--- src/rtl/absnd_pkg.sv ---
// Shared types, codes and helpers of the alternating-bit sender.
// Depends on nothing; imported by the sender top level and its checker.
package absnd_pkg;

  localparam int PAYLOAD_BYTES  = 20;
  localparam int PAYLOAD_W      = PAYLOAD_BYTES * 8;
  // 20 signed bytes sum to -2560 .. 2540
  localparam int SUM_W          = 13;
  localparam int FIFO_DEPTH_DEF = 16;

  typedef logic [PAYLOAD_W-1:0]    payload_t;
  typedef logic signed [SUM_W-1:0] bsum_t;

  localparam logic [1:0] MODE_MSG   = 2'd0;
  localparam logic [1:0] MODE_NET   = 2'd1;
  localparam logic [1:0] MODE_TIMER = 2'd2;

  localparam logic [1:0] TMR_NONE    = 2'd0;
  localparam logic [1:0] TMR_START   = 2'd1;
  localparam logic [1:0] TMR_STOP    = 2'd2;
  localparam logic [1:0] TMR_RESTART = 2'd3;

  // Keep the bytes before the first zero byte, clear the rest.
  function automatic payload_t clip_at_zero(payload_t m);
    logic     ended;
    payload_t r;
    ended = 1'b0;
    r     = '0;
    for (int i = 0; i < PAYLOAD_BYTES; i++) begin
      if (m[i*8 +: 8] == 8'h00) ended = 1'b1;
      if (!ended) r[i*8 +: 8] = m[i*8 +: 8];
    end
    return r;
  endfunction

  // Sum of all payload bytes, each taken as signed; adder tree over groups of four.
  function automatic bsum_t byte_sum(payload_t m);
    bsum_t b [PAYLOAD_BYTES];
    bsum_t g [PAYLOAD_BYTES/4];
    for (int i = 0; i < PAYLOAD_BYTES; i++) begin
      b[i] = {{(SUM_W-8){m[i*8+7]}}, m[i*8 +: 8]};
    end
    for (int k = 0; k < PAYLOAD_BYTES/4; k++) begin
      g[k] = (b[4*k] + b[4*k+1]) + (b[4*k+2] + b[4*k+3]);
    end
    return ((g[0] + g[1]) + (g[2] + g[3])) + g[4];
  endfunction

  function automatic logic [31:0] sext_sum(bsum_t s);
    return {{(32-SUM_W){s[SUM_W-1]}}, s};
  endfunction

endpackage

--- src/rtl/alternating_bit_sender_top.sv ---
// Alternating-bit sender: request register, event logic, wait queue and result register.
// Depends on absnd_pkg for codes, payload clipping and byte checksum.
//
// Sender half of an alternating-bit link. Each request is a message, an arriving
// packet or a timer expiry, and produces exactly one result. A request taken into the
// request register passes to the result register, which a stalled result side holds
// back. A new request is taken in every cycle while out_ready does not stall the
// result; throughput is then one event per cycle, set by the single pass through the
// clip, byte-sum and checksum compare logic and by the registered read of the wait
// queue, whose head entry is prefetched so that an acknowledgement can send it at
// once. Messages that arrive while a packet is unacknowledged wait in a FIFO_DEPTH-entry
// queue; when it is full the message is dropped and out_overflow is reported.
module alternating_bit_sender_top
  import absnd_pkg::*;
#(
  parameter int FIFO_DEPTH = FIFO_DEPTH_DEF
) (
  input  logic               clk,
  input  logic               rst_n,
  input  logic               in_valid,
  output logic               in_ready,
  input  logic [1:0]         in_mode,
  input  logic [63:0]        in_payload_word0,
  input  logic [63:0]        in_payload_word1,
  input  logic [31:0]        in_payload_word2,
  input  logic signed [31:0] in_seq,
  input  logic signed [31:0] in_ack,
  input  logic signed [31:0] in_checksum,
  output logic               out_valid,
  input  logic               out_ready,
  output logic               out_send_valid,
  output logic               out_seq,
  output logic [63:0]        out_word0,
  output logic [63:0]        out_word1,
  output logic [31:0]        out_word2,
  output logic signed [31:0] out_checksum,
  output logic [1:0]         out_timer_action,
  output logic               out_ack_taken,
  output logic               out_queued,
  output logic               out_overflow
);

  localparam int AW = (FIFO_DEPTH > 1) ? $clog2(FIFO_DEPTH) : 1;
  localparam int CW = $clog2(FIFO_DEPTH + 1);
  localparam int EW = SUM_W + PAYLOAD_W;

  // request register
  logic              s1_valid_r;
  logic [1:0]        s1_mode_r;
  payload_t          s1_msg_r;
  logic [31:0]       s1_seq_r, s1_ack_r, s1_chk_r;

  // protocol state
  logic              cur_seq_r, cur_seq_nxt;
  logic              acked_r, acked_nxt;
  payload_t          saved_pl_r, saved_pl_nxt;
  logic [31:0]       saved_chk_r, saved_chk_nxt;
  logic [AW-1:0]     head_r, head_nxt;
  logic [CW-1:0]     count_r, count_nxt;

  // wait queue: clipped payload plus its byte sum
  logic [EW-1:0]     mem [FIFO_DEPTH];
  logic [EW-1:0]     rd_data_r;
  logic [AW-1:0]     rd_addr, wr_addr;
  logic              wr_en;
  logic [EW-1:0]     wr_data;

  // result register
  logic              out_valid_r;
  logic              res_send, res_seq, res_ack, res_queued, res_ovf;
  logic [1:0]        res_tmr;
  payload_t          res_pl;
  logic [31:0]       res_chk;
  logic              o_send_r, o_seq_r, o_ack_r, o_queued_r, o_ovf_r;
  logic [1:0]        o_tmr_r;
  payload_t          o_pl_r;
  logic [31:0]       o_chk_r;

  logic              adv;
  payload_t          msg_clip;
  bsum_t             clip_sum, raw_sum;
  logic [31:0]       net_sum;
  logic [CW:0]       tail_sum;
  logic              do_send;
  payload_t          send_pl;
  bsum_t             send_sum;

  assign adv      = s1_valid_r && (!out_valid_r || out_ready);
  assign in_ready = !s1_valid_r || adv;

  always_ff @(posedge clk) begin
    if (!rst_n) begin
      s1_valid_r <= 1'b0;
    end else if (in_ready) begin
      s1_valid_r <= in_valid;
    end
  end

  always_ff @(posedge clk) begin
    if (in_valid && in_ready) begin
      s1_mode_r <= in_mode;
      s1_msg_r  <= {in_payload_word2, in_payload_word1, in_payload_word0};
      s1_seq_r  <= in_seq;
      s1_ack_r  <= in_ack;
      s1_chk_r  <= in_checksum;
    end
  end

  assign msg_clip = clip_at_zero(s1_msg_r);
  assign clip_sum = byte_sum(msg_clip);
  assign raw_sum  = byte_sum(s1_msg_r);
  assign net_sum  = s1_seq_r + s1_ack_r + sext_sum(raw_sum);

  // tail = (head + count) mod depth; the sum stays below twice the depth
  assign tail_sum = {{(CW+1-AW){1'b0}}, head_r} + {1'b0, count_r};
  assign wr_addr  = (tail_sum >= (CW+1)'(FIFO_DEPTH)) ?
                    AW'(tail_sum - (CW+1)'(FIFO_DEPTH)) : AW'(tail_sum);
  assign wr_data  = {clip_sum, msg_clip};

  always_comb begin
    cur_seq_nxt   = cur_seq_r;
    acked_nxt     = acked_r;
    saved_pl_nxt  = saved_pl_r;
    saved_chk_nxt = saved_chk_r;
    head_nxt      = head_r;
    count_nxt     = count_r;
    wr_en         = 1'b0;
    do_send       = 1'b0;
    send_pl       = msg_clip;
    send_sum      = clip_sum;
    res_send      = 1'b0;
    res_seq       = 1'b0;
    res_pl        = '0;
    res_chk       = '0;
    res_tmr       = TMR_NONE;
    res_ack       = 1'b0;
    res_queued    = 1'b0;
    res_ovf       = 1'b0;
    case (s1_mode_r)
      MODE_MSG: begin
        if (acked_r) begin
          do_send = 1'b1;
          res_tmr = TMR_START;
        end else if (count_r == CW'(FIFO_DEPTH)) begin
          res_ovf = 1'b1;
        end else begin
          wr_en      = 1'b1;
          count_nxt  = count_r + 1'b1;
          res_queued = 1'b1;
        end
      end
      MODE_NET: begin
        if (net_sum == s1_chk_r && s1_ack_r == {31'b0, cur_seq_r}) begin
          acked_nxt = 1'b1;
          res_ack   = 1'b1;
          res_tmr   = TMR_STOP;
          if (count_r != '0) begin
            do_send   = 1'b1;
            send_pl   = rd_data_r[PAYLOAD_W-1:0];
            send_sum  = rd_data_r[EW-1:PAYLOAD_W];
            res_tmr   = TMR_RESTART;
            head_nxt  = (head_r == AW'(FIFO_DEPTH - 1)) ? '0 : head_r + 1'b1;
            count_nxt = count_r - 1'b1;
          end
        end
      end
      MODE_TIMER: begin
        res_send = 1'b1;
        res_seq  = cur_seq_r;
        res_pl   = saved_pl_r;
        res_chk  = saved_chk_r;
        res_tmr  = TMR_START;
      end
      default: begin
      end
    endcase
    if (do_send) begin
      cur_seq_nxt   = ~cur_seq_r;
      acked_nxt     = 1'b0;
      saved_pl_nxt  = send_pl;
      saved_chk_nxt = {31'b0, ~cur_seq_r} + sext_sum(send_sum);
      res_send      = 1'b1;
      res_seq       = ~cur_seq_r;
      res_pl        = send_pl;
      res_chk       = saved_chk_nxt;
    end
  end

  always_ff @(posedge clk) begin
    if (!rst_n) begin
      cur_seq_r   <= 1'b1;
      acked_r     <= 1'b1;
      saved_pl_r  <= '0;
      saved_chk_r <= '0;
      head_r      <= '0;
      count_r     <= '0;
    end else if (adv) begin
      cur_seq_r   <= cur_seq_nxt;
      acked_r     <= acked_nxt;
      saved_pl_r  <= saved_pl_nxt;
      saved_chk_r <= saved_chk_nxt;
      head_r      <= head_nxt;
      count_r     <= count_nxt;
    end
  end

  // prefetch the head entry for the state after this cycle; forward a same-slot write
  assign rd_addr = adv ? head_nxt : head_r;

  always_ff @(posedge clk) begin
    if (adv && wr_en) begin
      mem[wr_addr] <= wr_data;
    end
    if (adv && wr_en && wr_addr == rd_addr) begin
      rd_data_r <= wr_data;
    end else begin
      rd_data_r <= mem[rd_addr];
    end
  end

  always_ff @(posedge clk) begin
    if (!rst_n) begin
      out_valid_r <= 1'b0;
    end else if (adv) begin
      out_valid_r <= 1'b1;
    end else if (out_ready) begin
      out_valid_r <= 1'b0;
    end
  end

  always_ff @(posedge clk) begin
    if (adv) begin
      o_send_r   <= res_send;
      o_seq_r    <= res_seq;
      o_pl_r     <= res_pl;
      o_chk_r    <= res_chk;
      o_tmr_r    <= res_tmr;
      o_ack_r    <= res_ack;
      o_queued_r <= res_queued;
      o_ovf_r    <= res_ovf;
    end
  end

  assign out_valid        = out_valid_r;
  assign out_send_valid   = o_send_r;
  assign out_seq          = o_seq_r;
  assign out_word0        = o_pl_r[63:0];
  assign out_word1        = o_pl_r[127:64];
  assign out_word2        = o_pl_r[159:128];
  assign out_checksum     = o_chk_r;
  assign out_timer_action = o_tmr_r;
  assign out_ack_taken    = o_ack_r;
  assign out_queued       = o_queued_r;
  assign out_overflow     = o_ovf_r;

endmodule

--- config.mk ---
export PLATFORM = sky130hd
export DESIGN_NAME = alternating_bit_sender_top
export DESIGN_NICKNAME = d
export VERILOG_FILES = /design/src/rtl/absnd_pkg.sv /design/src/rtl/alternating_bit_sender_top.sv
export SDC_FILE = /design/constraint.sdc
export NUM_CORES = 2
export LEC_CHECK = 0
export BUFFER_PORTS_ARGS = -buffer_cell sky130_fd_sc_hd__buf_2
export CELL_PAD_IN_SITES_DETAIL_PLACEMENT = 0
export CELL_PAD_IN_SITES_GLOBAL_PLACEMENT = 1
export CORE_UTILIZATION = 42
export CTS_CLUSTER_SIZE = 40
export DETAILED_ROUTE_END_ITERATION = 16
export PLACE_DENSITY_LB_ADDON = 0.05
export SYNTH_ARGS = -nofsm -noshare
export SYNTH_HDL_FRONTEND = slang
export SYNTH_SLANG_ARGS = --single-unit
--- constraint.sdc ---
create_clock -name clk -period 27.8 [get_ports clk]
set_input_delay 1.39 -clock clk [delete_from_list [all_inputs] [get_ports clk]]
set_output_delay 1.39 -clock clk [all_outputs]
set_load 0.05 [all_outputs]
==> impl_metrics.ini <==
[outcome]
status = finished clean

[detailed_routing]
drc = 0
drtIter0Drc = 6831
drtAntennaViolNets = 0
firstDrtPassIters = 7
routed-via-count = 73200
vias_per_cell = 5.74
routedWlPerCell_um = 33.4
drt_wl_total_um = 426000

[layout]
mostFrequentLayoutCell = edfxtp_1
utilization_pct = 48.2
drive_gt1_share_pct = 26.4
area_growth_pct = 14.2
final_cell_mix = 3207 x edfxtp_1, 835 x mux4_2, 462 x buf_2
nNetsFinal = 8619

[setup_path]
crit_type = flip-flop to flip-flop
path_max_fanout = 74
crit_required_ns = 28.49
r2r_end = o_pl_r[136]$_DFFE_PP_
r2r-start = s1_msg_r[2]$_DFFE_PP_
r2r_slack_ns = 13.68
r2r_cells = 33
slowest_stage = buf_4
worstPathArrival_ns = 14.81
cp-end-kind = flip-flop
path_common_cell = fa_1
critical_path.max_stage_delay_ns = 0.82
critPathLaunchType = flip-flop

[cts]
ctsHoldBuffers = 0
cts_buffer_depth = 4
cts_setup_buffers = 0
clk_pin_slew_ns = 0.06
clock_latency_ns = 0.98
cts_buffers = 368
cts_root_buf = clkbuf_16
tritoncts = done
clock_sinks = 3398
htree_levels = 5
cts_resized = 0

[timing]
layout_min_cycle_time_ns = 14.12
finClkSkew_ns = 0.0712
rsz0062_at_grt = false
setup_viol = 0
drv_slew = 0
worst_slew_pin_slew_ns = 1.20
slew_headroom_pct = 19.6
final-hold-violation-count = 0
timing.final.crit_share_pct = 50.8
tns_ns = 0
fmax_mhz = 70.8

[synth]
syn_inst = 7309
synthesis.area_mm2 = 0.142
ys_ff_latch = 3398
synth-async-reset-ratio_pct = 0
yosysTopAreaCell = edfxtp_1
synth_flop_cell = edfxtp_1
synth_area_leaders = edfxtp_1 68%, mux4_2 13%, fa_1 4.9%
synth_top_area_share_pct = 67.7
synthesis.nets = 8003
synth_edf_count = 3207
ys_seq_area_share_pct = 70.4
syn_avg_cell_area_um2 = 19.5
ys.warnings.count = 0
ys_types = 84

[placed_design]
dp_hpwl_um = 257000
place_congestion = 0.892
io_buffer_count = 462

[die]
die_w_um = 584
start_util_pct = 42.2
die_area_mm2 = 0.341
core_area_mm2 = 0.337
rows = 213
die_h_um = 584
ios = 463

[global_route]
antenna_found_initial = 32
grt-ovfl-total = 0
grt_pass1_wl_um = 594000
grt_use_total_pct = 25.0
grt_max_degree = 125
grt_pass1_vias = 76000

[hold_path]
worstHoldPathCells = 2
worstHoldEndpoint = saved_chk_r[30]$_SDFFE_PN0P_
hp-start = saved_chk_r[30]$_SDFFE_PN0P_
hp-class = flip-flop to flip-flop

[job]
cap_violations = 0
area by class of cell:
cell class | count | area [um^2]
antenna | 7 | 17.5
clock buffer | 498 | 10200
clock inverter | 185 | 2210
fill | 28200 | 174000
inverter | 413 | 1570
multi-input combinational | 3131 | 39000
sequential | 3398 | 100000
tap | 4515 | 5650
timing repair buffer | 613 | 3660
flip-flops by register name (all words and copies together), names as in the netlist, 2 cells and up, named ones only:
signal / cells
count_r: 5
head_r: 4
mem: 2768
o_pl_r: 160
out_checksum: 14
out_timer_action: 2
s1_ack_r: 32
s1_chk_r: 32
s1_mode_r: 2
s1_msg_r: 160
s1_seq_r: 32
saved_chk_r: 14
saved_pl_r: 160
worst max-delay path by stage:
stage	end	slack [ns]	from
after floorplan	mem[4][0]$_DFFE_PP_	15.03	out_ready
after global placement	o_pl_r[137]$_DFFE_PP_	13.74	s1_msg_r[2]$_DFFE_PP_
after detailed placement	o_pl_r[103]$_DFFE_PP_	13.68	s1_msg_r[2]$_DFFE_PP_
after CTS	o_pl_r[136]$_DFFE_PP_	13.61	s1_msg_r[2]$_DFFE_PP_
after global routing	o_pl_r[136]$_DFFE_PP_	13.00	s1_msg_r[2]$_DFFE_PP_
final	o_pl_r[136]$_DFFE_PP_	13.68	s1_msg_r[2]$_DFFE_PP_
Yosys cell counts (15+ instances only):
| master | number |
|---|---|
| xnor2_1 | 56 |
| edfxtp_1 | 3207 |
| and3_1 | 35 |
| nand3_1 | 33 |
| inv_1 | 412 |
| mux4_2 | 835 |
| and2_1 | 102 |
| mux2_2 | 15 |
| nand2_1 | 324 |
| a21oi_1 | 91 |
| dfxtp_1 | 191 |
| a211oi_2 | 110 |
| nor2b_1 | 31 |
| buf_2 | 59 |
| a211oi_1 | 79 |
| mux2i_1 | 193 |
| clkbuf_1 | 216 |
| xor2_1 | 35 |
| nor4_1 | 63 |
| o21ai_1 | 115 |
| nor2_1 | 216 |
| fa_1 | 346 |
| o21ai_0 | 101 |
| nand4_1 | 20 |
| buf_1 | 53 |
| buf_4 | 25 |
| or3_1 | 17 |
| a21o_1 | 17 |
| ha_1 | 86 |
| nor3_1 | 34 |
per-stage QoR:
step | setup slack, ns | instances | area [um^2] | hold WS [ns]
finish | 13.68 | 12800 | 162000 | 0.476
CTS | 13.61 | 12800 | 162000 | 0.473
global route | 13.00 | 12800 | 162000 | 0.502
global placement | 13.74 | 12100 | 150000 | 0.456
floorplan | 15.03 | 7309 | 142000 | 0.446
detailed placement | 13.68 | 12100 | 150000 | 0.465
metal layers:
| metal | global-route usage [%] | routed length [um] |
|---|---|---|
| met5 | 0 | 0 |
| met4 | 4.85 | 8020 |
| met3 | 4.16 | 26700 |
| met2 | 40.3 | 204000 |
| met1 | 36.0 | 187000 |
worst max-delay path: cells and delay by family (launching register included):
family	cells	cell delay, ns
AOI/OAI and AO/OA	6	1.29
xor gates and xnor gates	2	0.77
adders and majority gates	10	4.93
buffers and inverters	6	2.62
DFF	1	0.68
muxes	1	0.38
and+or+nand+nor	8	2.96
kinds of logic after synthesis:
family / Yosys count / synth area share [%]
mux: 1043 / 14.7
simple gates: 924 / 3.11
compound gates: 639 / 3.30
xor+xnor: 93 / 0.588
buf+inv: 780 / 2.28
flops: 3398 / 70.4
fa+ha+maj: 432 / 5.63
Power is not shown: default switching activity piles up to over one toggle a cycle in this logic, so the estimate is an artifact.
